### config.mk
export PLATFORM = sky130hd
export DESIGN_NAME = signature_arity_counter
export DESIGN_NICKNAME = d
export VERILOG_FILES = /design/src/rtl/core/sac_pkg.sv /design/src/rtl/core/signature_arity_counter.sv /design/src/rtl/core/sac_front.sv /design/src/rtl/core/sac_queue.sv /design/src/rtl/core/sac_back.sv
export SDC_FILE = /design/constraint.sdc
export NUM_CORES = 2
export LEC_CHECK = 0
export ABC_AREA = 0
export BUFFER_PORTS_ARGS = -buffer_cell sky130_fd_sc_hd__buf_2
export CAP_MARGIN = 20
export CORE_MARGIN = 8
export CORE_UTILIZATION = 55
export CTS_CLUSTER_DIAMETER = 200
export DETAILED_ROUTE_END_ITERATION = 8
export PLACE_DENSITY_LB_ADDON = 0.25
export SYNTH_ARGS = -nofsm -noshare
export SYNTH_HDL_FRONTEND = slang
export SYNTH_SLANG_ARGS = --single-unit
export TNS_END_PERCENT = 50
### constraint.sdc
create_clock -name clk -period 12.3 [get_ports clk]
set_clock_uncertainty 0.05 [all_clocks]
set_input_delay 2.46 -clock clk [delete_from_list [all_inputs] [get_ports clk]]
set_output_delay 2.46 -clock clk [all_outputs]
set_load 0.03 [all_outputs]
### src/rtl/core/sac_pkg.sv
// Shared types, constants and parser step functions for the signature arity counter.
package sac_pkg;

	localparam int MAX_NAME = 32;
	localparam int NAME_IDX_W = $clog2(MAX_NAME);
	localparam int NAME_LEN_W = $clog2(MAX_NAME + 1);
	localparam logic [7:0] NEST_MAX = 8'd255;
	localparam logic [7:0] COUNT_MAX = 8'd255;
	localparam logic [15:0] POS_MAX = 16'hFFFF;

	localparam logic [1:0] MODE_NAME = 2'd0;
	localparam logic [1:0] MODE_SIG = 2'd1;
	localparam logic [1:0] MODE_END = 2'd2;
	// unused code, dropped without a result
	localparam logic [1:0] MODE_SPARE = 2'd3;

	localparam logic [1:0] OP_SIG = 2'd0;
	localparam logic [1:0] OP_END = 2'd1;
	localparam logic [1:0] OP_CLR = 2'd2;

	localparam logic [7:0] CH_BSLASH = 8'h5C;
	localparam logic [7:0] CH_SQUOTE = 8'h27;
	localparam logic [7:0] CH_DQUOTE = 8'h22;
	localparam logic [7:0] CH_LPAREN = 8'h28;
	localparam logic [7:0] CH_RPAREN = 8'h29;
	localparam logic [7:0] CH_COMMA = 8'h2C;
	localparam logic [7:0] CH_SPACE = 8'h20;
	localparam logic [7:0] CH_UPPER_A = 8'h41;
	localparam logic [7:0] CH_UPPER_Z = 8'h5A;
	localparam logic [0:3][7:0] OPENS = {8'h28, 8'h5B, 8'h7B, 8'h3C};
	localparam logic [0:3][7:0] CLOSES = {8'h29, 8'h5D, 8'h7D, 8'h3E};

	localparam logic [0:7][7:0] K_SELF = {"self", 32'h0};
	localparam logic [0:7][7:0] K_SELFC = {"self:", 24'h0};
	localparam logic [0:7][7:0] K_CLS = {"cls", 40'h0};
	localparam logic [0:7][7:0] K_CLSC = {"cls:", 32'h0};
	localparam logic [0:7][7:0] K_RSELF = {"&self", 24'h0};
	localparam logic [0:7][7:0] K_RMSELF = "&mutself";

	typedef struct packed {
		logic [1:0] mode;
		logic [7:0] char_code;
	} in_item_t;

	typedef struct packed {
		logic       arity_known;
		logic [7:0] arity;
		logic       name_overflow;
	} out_item_t;

	// front to back operation
	typedef struct packed {
		logic [1:0] op;
		logic [7:0] ch;
		logic [1:0] elig;
		logic       sel;
		logic       ovf;
	} op_t;

	typedef struct packed {
		logic             started;
		logic             done;
		logic             sq;
		logic             dq;
		logic             esc;
		logic             token;
		logic [0:3][7:0]  depth;
		logic [7:0]       count;
		logic [0:7][7:0]  prefix;
		logic [3:0]       plen;
		logic [7:0]       value;
	} parser_t;

	function automatic parser_t parser_init();
		parser_t p;
		p = '0;
		p.count = 8'd1;
		return p;
	endfunction

	function automatic logic prefix_is(parser_t p, logic [0:7][7:0] s, logic [3:0] n,
		logic exact);
		logic ok;
		ok = exact ? (p.plen == n) : (p.plen >= n);
		for (int i = 0; i < 8; i++) begin
			if (4'(i) < n && p.prefix[i] != s[i]) ok = 1'b0;
		end
		return ok;
	endfunction

	function automatic logic [7:0] finish_value(parser_t p);
		logic self_arg;
		self_arg = prefix_is(p, K_SELF, 4'd4, 1'b1) || prefix_is(p, K_SELFC, 4'd5, 1'b0) ||
			prefix_is(p, K_CLS, 4'd3, 1'b1) || prefix_is(p, K_CLSC, 4'd4, 1'b0) ||
			prefix_is(p, K_RSELF, 4'd5, 1'b0) || prefix_is(p, K_RMSELF, 4'd8, 1'b0);
		if (!p.token) return 8'd0;
		return self_arg ? p.count - 8'd1 : p.count;
	endfunction

	function automatic parser_t parser_byte(parser_t p, logic [7:0] c);
		parser_t n;
		logic top, tcomma, ws, hit;
		logic [7:0] lc;
		n = p;
		top = (p.depth == '0);
		tcomma = (c == CH_COMMA) && top;
		ws = (c == CH_SPACE) || (c >= 8'd9 && c <= 8'd13);
		lc = (c >= CH_UPPER_A && c <= CH_UPPER_Z) ? c + 8'd32 : c;
		hit = 1'b0;
		if (p.esc) begin
			n.esc = 1'b0;
		end else if (c == CH_BSLASH && (p.sq || p.dq)) begin
			n.esc = 1'b1;
		end else if (c == CH_SQUOTE && !p.dq) begin
			n.sq = !p.sq;
		end else if (c == CH_DQUOTE && !p.sq) begin
			n.dq = !p.dq;
		end else if (p.sq || p.dq) begin
			n.esc = 1'b0;
		end else if (c == CH_RPAREN && top) begin
			n.done = 1'b1;
			n.value = finish_value(p);
		end else begin
			if (!ws && !tcomma) begin
				n.token = 1'b1;
				if (p.count == 8'd1) begin
					if (p.plen < 4'd8) n.prefix[p.plen[2:0]] = lc;
					if (p.plen < 4'd9) n.plen = p.plen + 4'd1;
				end
			end
			for (int k = 0; k < 4; k++) begin
				if (!hit && c == OPENS[k]) begin
					hit = 1'b1;
					if (p.depth[k] < NEST_MAX) n.depth[k] = p.depth[k] + 8'd1;
				end else if (!hit && c == CLOSES[k] && p.depth[k] != 8'd0) begin
					hit = 1'b1;
					n.depth[k] = p.depth[k] - 8'd1;
				end
			end
			if (!hit && tcomma && p.count < COUNT_MAX) n.count = p.count + 8'd1;
		end
		return n;
	endfunction

endpackage

### src/rtl/core/signature_arity_counter.sv
// Top level of the signature arity counter: front, queue and back.
//
//   port group              dir  item
//   sig_valid/stall/item    in   in_item_t  (mode, char_code)
//   res_valid/stall/item    out  out_item_t (arity_known, arity, name_overflow)
//
// One item per cycle sustained while sig_stall is low.
// An end item's result passes through the queue entry and then the result register.
// Reset clears all control state at once; no clearing pass.
// sig_stall rises only when the queue is full, which happens when res_stall holds back an end.
module signature_arity_counter
	import sac_pkg::*;
(
	input  logic      clk,
	input  logic      arst_n,
	input  logic      sig_valid,
	output logic      sig_stall,
	input  in_item_t  sig_item,
	output logic      res_valid,
	input  logic      res_stall,
	output out_item_t res_item
);

	logic push, full, pop, nonempty;
	op_t push_op, head;

	sac_front u_front (
		.clk(clk), .arst_n(arst_n), .in_take(sig_valid && !full), .in_item(sig_item),
		.push(push), .push_op(push_op)
	);

	sac_queue u_queue (
		.clk(clk), .arst_n(arst_n), .push(push), .push_op(push_op), .full(full),
		.pop(pop), .nonempty(nonempty), .head(head)
	);

	sac_back u_back (
		.clk(clk), .arst_n(arst_n), .nonempty(nonempty), .head(head), .pop(pop),
		.res_valid(res_valid), .res_stall(res_stall), .res_item(res_item)
	);

	assign sig_stall = full;

endmodule

### src/rtl/core/sac_front.sv
// Front end: name store, match window and classification of incoming items.
module sac_front
	import sac_pkg::*;
(
	input  logic     clk,
	input  logic     arst_n,
	input  logic     in_take,
	input  in_item_t in_item,
	output logic     push,
	output op_t      push_op
);

	logic [7:0] name_q [MAX_NAME];
	logic [7:0] win_q [MAX_NAME];
	logic [7:0] win_n [MAX_NAME];
	logic [NAME_LEN_W-1:0] len_q;
	logic [15:0] pos_q, pos_n;
	logic matched_q, closed_q, ovf_q, same;
	logic [NAME_LEN_W-1:0] idx;

	always_comb begin
		win_n[0] = in_item.char_code;
		for (int i = 1; i < MAX_NAME; i++) win_n[i] = win_q[i-1];
		pos_n = (pos_q < POS_MAX) ? pos_q + 16'd1 : pos_q;
		same = 1'b1;
		idx = '0;
		for (int k = 0; k < MAX_NAME; k++) begin
			idx = len_q - NAME_LEN_W'(1) - NAME_LEN_W'(k);
			if (NAME_LEN_W'(k) < len_q && win_n[idx[NAME_IDX_W-1:0]] != name_q[k])
				same = 1'b0;
		end
	end

	always_comb begin
		push = 1'b0;
		push_op.op = OP_SIG;
		push_op.ch = in_item.char_code;
		push_op.elig = {matched_q, (pos_q >= 16'(len_q))};
		push_op.sel = matched_q && (len_q != '0);
		push_op.ovf = ovf_q;
		if (in_take) begin
			unique case (in_item.mode)
				MODE_NAME: begin
					push = closed_q;
					push_op.op = OP_CLR;
				end
				MODE_SIG: begin
					push = 1'b1;
				end
				MODE_END: begin
					push = 1'b1;
					push_op.op = OP_END;
				end
				default: push = 1'b0;
			endcase
		end
	end

	always_ff @(posedge clk) begin
		if (in_take && in_item.mode == MODE_NAME) begin
			if (closed_q) name_q[0] <= in_item.char_code;
			else if (len_q < NAME_LEN_W'(MAX_NAME))
				name_q[len_q[NAME_IDX_W-1:0]] <= in_item.char_code;
		end
		if (in_take && in_item.mode == MODE_SIG) begin
			for (int i = 0; i < MAX_NAME; i++) win_q[i] <= win_n[i];
		end
	end

	always_ff @(posedge clk or negedge arst_n) begin
		if (!arst_n) begin
			len_q <= '0;
			pos_q <= '0;
			matched_q <= 1'b0;
			closed_q <= 1'b0;
			ovf_q <= 1'b0;
		end else if (in_take) begin
			unique case (in_item.mode)
				MODE_NAME: begin
					if (closed_q) begin
						len_q <= NAME_LEN_W'(1);
						ovf_q <= 1'b0;
						closed_q <= 1'b0;
						pos_q <= '0;
						matched_q <= 1'b0;
					end else if (len_q < NAME_LEN_W'(MAX_NAME)) begin
						len_q <= len_q + NAME_LEN_W'(1);
					end else begin
						ovf_q <= 1'b1;
					end
				end
				MODE_SIG: begin
					closed_q <= 1'b1;
					pos_q <= pos_n;
					if (!matched_q && len_q != '0 && pos_n >= 16'(len_q)) matched_q <= same;
				end
				MODE_END: begin
					closed_q <= 1'b1;
					pos_q <= '0;
					matched_q <= 1'b0;
				end
				default: closed_q <= closed_q;
			endcase
		end
	end

endmodule

### src/rtl/core/sac_queue.sv
// Two-entry queue of operations between front and back.
module sac_queue
	import sac_pkg::*;
(
	input  logic clk,
	input  logic arst_n,
	input  logic push,
	input  op_t  push_op,
	output logic full,
	input  logic pop,
	output logic nonempty,
	output op_t  head
);

	op_t mem_q [2];
	logic wr_q, rd_q;
	logic [1:0] cnt_q;

	assign full = (cnt_q == 2'd2);
	assign nonempty = (cnt_q != 2'd0);
	assign head = mem_q[rd_q];

	always_ff @(posedge clk) begin
		if (push) mem_q[wr_q] <= push_op;
	end

	always_ff @(posedge clk or negedge arst_n) begin
		if (!arst_n) begin
			wr_q <= 1'b0;
			rd_q <= 1'b0;
			cnt_q <= 2'd0;
		end else begin
			if (push) wr_q <= !wr_q;
			if (pop) rd_q <= !rd_q;
			cnt_q <= cnt_q + 2'(push) - 2'(pop);
		end
	end

endmodule

### src/rtl/core/sac_back.sv
// Back end: the two bracket parsers and the result register.
module sac_back
	import sac_pkg::*;
(
	input  logic      clk,
	input  logic      arst_n,
	input  logic      nonempty,
	input  op_t       head,
	output logic      pop,
	output logic      res_valid,
	input  logic      res_stall,
	output out_item_t res_item
);

	parser_t psr_q [2];
	parser_t chosen;
	logic out_valid_q;
	out_item_t out_q;

	assign pop = nonempty && (head.op != OP_END || !out_valid_q || !res_stall);
	assign res_valid = out_valid_q;
	assign res_item = out_q;
	assign chosen = psr_q[head.sel];

	always_ff @(posedge clk or negedge arst_n) begin
		if (!arst_n) begin
			psr_q[0] <= parser_init();
			psr_q[1] <= parser_init();
			out_valid_q <= 1'b0;
		end else begin
			if (out_valid_q && !res_stall) out_valid_q <= 1'b0;
			if (pop) begin
				unique case (head.op)
					OP_SIG: begin
						for (int k = 0; k < 2; k++) begin
							if (!psr_q[k].started) begin
								if (head.elig[k] && head.ch == CH_LPAREN)
									psr_q[k].started <= 1'b1;
							end else if (!psr_q[k].done) begin
								psr_q[k] <= parser_byte(psr_q[k], head.ch);
							end
						end
					end
					OP_END: begin
						out_valid_q <= 1'b1;
						psr_q[0] <= parser_init();
						psr_q[1] <= parser_init();
					end
					default: begin
						psr_q[0] <= parser_init();
						psr_q[1] <= parser_init();
					end
				endcase
			end
		end
	end

	always_ff @(posedge clk) begin
		if (pop && head.op == OP_END) begin
			out_q.arity_known <= chosen.done;
			out_q.arity <= chosen.done ? chosen.value : 8'd0;
			out_q.name_overflow <= head.ovf;
		end
	end

endmodule

# Word level (Yosys, flattened, before mapping)
# Memory sizes are Yosys's and may differ from the RTL's.
# Index checks and enable logic that the tools add are counted.
dict set report totals {
  mem_bits_rw 540
  output_inout_bits 12
  n_memories 3
  ff_bits 284
  inputBits 14
  wordCells 1117
}
dict set report op_classes {
  bitwise 35
  add_sub_neg 59
  muxes 551
  order_cmp 97
  eq_ne 149
  reduce_logical 169
}
# name words width read_ports rd_ports_with_merged_regs write_ports line_no
set memory_table {}
lappend memory_table {u_front.name_q 32 8 32 0 1 sac_front.sv:13} ;# logic [7:0] name_q [MAX_NAME];
lappend memory_table {u_front.win_q 32 8 31 0 32 sac_front.sv:14} ;# logic [7:0] win_q [MAX_NAME];
lappend memory_table {u_queue.mem_q 2 14 1 0 1 sac_queue.sv:15} ;# op_t mem_q [2];
# op n
set op_table {}
lappend op_table {{binary-select mux 8 bit (select 5 bit)} 32}
lappend op_table {{two-way mux 117 bit} 8}
lappend op_table {{two-way mux 121 bit} 7}
lappend op_table {{two-way mux 8 bit} 102}
lappend op_table {{two-way mux 1 bit} 370}
lappend op_table {{inequality test 8 x 7 -> 1 bit, second input constant} 36}
lappend op_table {{two-way mux 68 bit} 4}
lappend op_table {{inequality test 8 bit} 32}
lappend op_table {{two-way mux 244 bit} 1}
lappend op_table {{two-way mux 119 bit} 2}
lappend op_table {{two-way mux 109 bit} 2}
lappend op_table {{>= comparator 6 bit, second input constant} 32}
lappend op_table {{NOT 5 -> 6 bit} 32}
lappend op_table {{bitwise mux 64 bit} 2}
lappend op_table {{two-way mux 64 bit} 2}
lappend op_table {{less-than comparator 5 x 6 -> 1 bit, first input constant} 16}
lappend op_table {{AND reduction 11 bit} 8}
lappend op_table {{logical AND 1 bit} 83}
lappend op_table {{adder 8 x 1 -> 8 bit, second input constant} 10}
lappend op_table {{less-than comparator 8 bit, second input constant} 10}
lappend op_table {{subtractor 5 bit, second input constant} 16}
lappend op_table {{subtractor 8 x 1 -> 8 bit, second input constant} 10}
lappend op_table {{== test 8 x 6 -> 1 bit, second input constant} 8}
lappend op_table {{logical NOT 32 bit} 2}
lappend op_table {{67 further kinds} 233}

# Depth between registers and ports, before layout
# An unclocked memory read counts as a cell.
dict set report depth {
  word_depth 73
  ltp_mapped 28
  mapped_depth_nobuf 18
}

# Hierarchy
# From an unflattened synthesis, not the netlist that was laid out.
dict set report unflattened {
  cells_unflattened 4950
  hier_area_um2 54591.1
}
# module n_inst area_each_um2 cells_per_inst seq_area_each_um2
set by_module_without_submodules {}
lappend by_module_without_submodules {sac_front 1 38813.5 3355 15760.1}
lappend by_module_without_submodules {sac_back 1 14501.4 1535 6433.7}
lappend by_module_without_submodules {sac_queue 1 1262.5 59 940.9}
lappend by_module_without_submodules {signature_arity_counter 1 13.8 1 0.0}

# Worst setup path after synthesis
# Ideal clock, no wire load.
dict set report synth_timing {
  path_type {input port to flip-flop}
  from {input sig_item[9] (netlist name)}
  to {memory u_front.win_q[0][0], enable pin}
  path_buffers 1
  required_time_ns 11.389
  arrival_ns 13.191
  setup_time_ns 0.861
  path_slack_ns -1.802
  path_stages 5
  cell_sequence {inv_1 -> ha_1 -> buf_4 -> inv_1 -> nor2_1}
}
# element line_no
set synth_lines {}
lappend synth_lines {{start: declaration} signature_arity_counter.sv:18} ;# input in_item_t sig_item,
lappend synth_lines {{end: declaration} sac_front.sv:14}

# Worst setup path after layout
dict set report layout_timing {
  from {register u_front.len_q[0]}
  to {register u_front.matched_q}
}
dict set report layout_via {
  elab_chain_cells 41
  elab_cells_between_ends 296
  cone_classes {32 x add/sub; 33 x order compare; 33 x eq/ne; 130 x mux; 32 x bitwise; 36 x reduce/logical}
}
# element line_no
set layout_rtl {}
lappend layout_rtl {{start: declaration} sac_front.sv:16} ;# logic [NAME_LEN_W-1:0] len_q;
lappend layout_rtl {{start signal: assignment} sac_front.sv:87} ;# len_q <= len_q + NAME_LEN_W'(1);
lappend layout_rtl {{subtractor 5 x 1 -> 5 bit} sac_front.sv:28} ;# idx = len_q - NAME_LEN_W'(1) - NAME_LEN_W'(k);
lappend layout_rtl {{subtractor 5 x 1 -> 5 bit or NOT 5 -> 6 bit (tied branches)} {sac_front.sv:28, sac_front.sv:29}}
lappend layout_rtl {{NOT 5 -> 6 bit (implied by the code) or binary-select mux 8 bit (select 5 bit) (tied branches)} sac_front.sv:29} ;# if (NAME_LEN_W'(k) < len_q && win_n[idx[NAME_IDX_W-1:0]] != name_q[k])
lappend layout_rtl {{binary-select mux 8 bit (select 5 bit) or two-way mux 8 bit (tied branches)} sac_front.sv:29}
lappend layout_rtl {{two-way mux 8 bit (implied by the code)} sac_front.sv:29}
lappend layout_rtl {{two-way mux 8 bit (implied by the code) or inequality test 8 bit (tied branches)} sac_front.sv:29}
lappend layout_rtl {{inequality test 8 bit or logical AND 1 bit (tied branches)} sac_front.sv:29}
lappend layout_rtl {{logical AND 1 bit or two-way mux 1 bit (tied branches)} sac_front.sv:29}
lappend layout_rtl {{two-way mux 1 bit (31 in series)} sac_front.sv:29}
lappend layout_rtl {{two-way mux 1 bit} sac_front.sv:95} ;# if (!matched_q && len_q != '0 && pos_n >= 16'(len_q)) matched_q <= same;
lappend layout_rtl {{one-hot mux 1 bit (3 select lines)} sac_front.sv:78} ;# unique case (in_item.mode)
lappend layout_rtl {{end signal: assignment} sac_front.sv:95}
lappend layout_rtl {{end: declaration} sac_front.sv:18} ;# logic matched_q, closed_q, ovf_q, same;
# Several ways; a longest one is shown, not always the timed one. The select of a mux whose other input is x is not followed.
# A chain may end at the register's enable or synchronous reset.

==> impl_metrics.yaml <==
outcome:
  status: "completed"
detailed_routing:
  first_pass_iters: 9
  wl_um: 167800
  num_vias: 39520
  viasPerCell: 6.858
  routedWlPerCell_um: 29.12
  drtAntennaViolNets: 0
  drt_first_iter_violations: 5263
  drc: 0
worst_hold_path:
  hold_depth: 0
  hold_path_end: "u_front.win_q[1][52]"
  worstHoldPathType: "reg -> reg"
  min-delay-start: "u_front.win_q[1][44]"
sta:
  hold_slack_ns: 0.4257
  slew-limit-headroom: 0.09846
  worst_slack_ns: 4.607
  rsz0062_at_grt: "no"
  max_slew.worst_pin.slew_ns: 1.338
  final_hold_viol_count: 0
  min_period_over_period: 0.6254
  fin_crit_ns: 7.693
  finalMaxSlewViolations: 0
  tns_ns: 0
  max_freq_mhz: 130.0
  setup_viol: 0
floorplan:
  core_area_sq_um: 94590
  design.die.area_sq_um: 105100
  initial_core_util: 0.5520
  top_level_ports: 26
  fp.dieW_um: 324.1
  fp-row-count: 113
  dieHeight_um: 324.1
clock_network:
  cts_tree: "done"
  cts_hold_buf: 0
  post_cts_buffers: 0
  path_clk_slew_ns: 0.07
  ctsResizeCount: 0
  cts_root_buf: "clkbuf_16"
  cts_made_buffers: 92
  clock-sinks: 816
  cts.htree.levels: 3
  worstSkewPairLatency_ns: 0.70
  clockBufferDepth: 3
worst_setup_path:
  regToRegStartpoint: "u_front.len_q[0]"
  crit_type: "reg -> reg"
  critPathMaxFanout: 95
  crit_path_top_delay_cell: "o41ai_1"
  arrival_ns: 8.25
  start_kind: "flip-flop"
  reg2regPathDepth: 17
  end_kind: "flip-flop"
  cp_cell_sequence: "inv_8 > ha_4 > xnor2_4 > buf_4 > buf_4 > ha_1 > nor4_1 > a31o_2 > or3_1 > o211ai_1 > and2_1 > xnor2_1 > o41ai_1 > o211ai_1 > a311oi_1 > a21oi_1 > o41ai_2"
  reg2reg_slack_ns: 4.61
  required_ns: 12.85
  worst_path_largest_cell_delay_ns: 0.98
  reg2reg_to: "u_front.matched_q"
layout:
  ff_latch_area_sq_um: 23140
  syn_to_final_growth_pct: 8.442
  final_common_cell: "edfxtp_1"
  drive_gt1_frac: 0.1472
  nNetsFinal: 4536
  final_cell_mix: "542 x edfxtp_1, 410 x mux2i_1, 360 x xnor2_1, 325 x nand2_1, 284 x nor2_1"
  final.fill_count: 7525
  multi_input_area_sq_um: 27800
  n_antenna_cell: 0
flow_run:
  cap_violations: 0
synth:
  yosysSeqAreaShare: 0.4431
  synth_edf_count: 542
  netlist_area_sq_um: 52210
  synth-seq-cells: 816
  ys_warn_count: 0
  async_flop_share: 0.3358
  ys.flop_type: "edfxtp_1"
  avgSynthCellArea_sq_um: 11.73
  synth_cell_type_count: 92
  synth.net_count: 4567
  synthCells: 4451
global_route:
  grt-ovfl-total: 0
  grt_pass1_wl_um: 249200
  grt_max_degree: 150
  grt_usage: 0.3158
  grt_pass1_vias: 38020
  antenna_found_initial: 3
place:
  post-place-ws_ns: 4.859
  hpwl_um: 122400
  place.gp.congestion: 1.078
  portBuffers: 25
## cells by family after synthesis
family | share of synthesized area
compound gates | 0.09784
buf+inv | 0.02787
simple gates | 0.1087
mux | 0.2040
xor+xnor | 0.09269
flops | 0.4431
fa+ha+maj | 0.02578
## flip-flops by register name (all words and copies together), names as in the netlist
name and count:
u_front.matched_q 1, u_queue.mem_q 28, u_queue.wr_q 1, u_front.win_q 248, u_front.ovf_q 1, u_front.pos_q 16
u_queue.rd_q 1, u_back.res_valid 1, u_back.psr_q 244, u_front.len_q 6, u_front.closed_q 1, u_queue.cnt_q 2
u_front.name_q 256, u_back.res_item 10
## per-layer routing
metal  wire length, um  part of all wire  track usage
met3             18270              0.11      0.07588
met5                11          0.000066            0
met4             13980             0.083       0.2128
met1             63140              0.38       0.4083
met2             72400              0.43       0.4713
## per-stage QoR
step | instance area [sq um] | cells | utilization
after CTS | 56580 | 5757 | 0.5982
after detailed placement | 53580 | 5586 | 0.5665
after global routing | 56620 | 5762 | 0.5986
final | 56620 | 5762 | 0.5986
after global placement | 53570 | 5585 | 0.5664
after floorplan | 52220 | 4451 | -
## synth_stat cells (9+ instances only)
cell type | instances | area (sq um)
edfxtp_1 | 542 | 16280
mux2i_1 | 410 | 4104
xnor2_1 | 366 | 3206
nand2_1 | 325 | 1220
nor2_1 | 287 | 1077
dfrtp_1 | 272 | 6807
mux4_2 | 214 | 4820
xor2_1 | 169 | 1480
o21ai_0 | 156 | 780.8
mux2_2 | 135 | 1520
a21oi_1 | 130 | 650.6
clkbuf_1 | 110 | 412.9
a22o_1 | 102 | 893.4
ha_1 | 94 | 1176
nand4_1 | 92 | 575.6
nor4_1 | 82 | 513.0
inv_1 | 74 | 277.8
nor3_1 | 70 | 350.3
nand3_1 | 68 | 340.3
o22ai_1 | 58 | 362.9
o211ai_1 | 57 | 427.9
buf_2 | 53 | 265.3
o31ai_1 | 51 | 382.9
a21o_1 | 44 | 330.3
buf_4 | 38 | 285.3
nor2b_1 | 37 | 231.5
and3_1 | 34 | 212.7
nand2b_1 | 27 | 168.9
or3_1 | 24 | 150.1
buf_1 | 23 | 86.33
o21ai_1 | 21 | 105.1
and2_1 | 17 | 106.4
a32o_1 | 16 | 160.2
a22oi_1 | 15 | 112.6
a31oi_1 | 15 | 93.84
or2_2 | 14 | 87.58
o41ai_1 | 12 | 105.1
nor4b_1 | 11 | 96.34
a211oi_1 | 10 | 75.07
nand4b_1 | 10 | 87.58
nor3b_1 | 9 | 67.56
## layout make-up
class,instances,share of cell area
clock buffers,116,0.04369
clock inverters,55,0.009303
inverters,84,0.005701
multi-input cells,3319,0.4909
flip-flops and latches,816,0.4087
well taps,1265,0.02795
repair buffers,107,0.01379
## worst max path at each step
stage                                start             endpoint  depth (start not counted)
after floorplan                sig_item[9]  u_front.win_q[0][0]                          5
after global placement    u_front.len_q[0]    u_front.matched_q                         17
after detailed placement  u_front.len_q[0]    u_front.matched_q                         17
after CTS                 u_front.len_q[0]    u_front.matched_q                         17
after global routing      u_front.len_q[0]    u_front.matched_q                         18
final                     u_front.len_q[0]    u_front.matched_q                         17
## worst max-delay path: cells and delay by family, from the launching register on
kind,cells,cell delay [ns]
flops,1,0.73
fa+ha+maj,2,0.66
compound gates,7,2.58
xor+xnor,2,0.23
simple gates,3,1.22
buf+inv,3,1.88
Power is left out: the tool's default activity adds up to more than one toggle a clock period on the data nets, which glitch-free logic cannot reach.
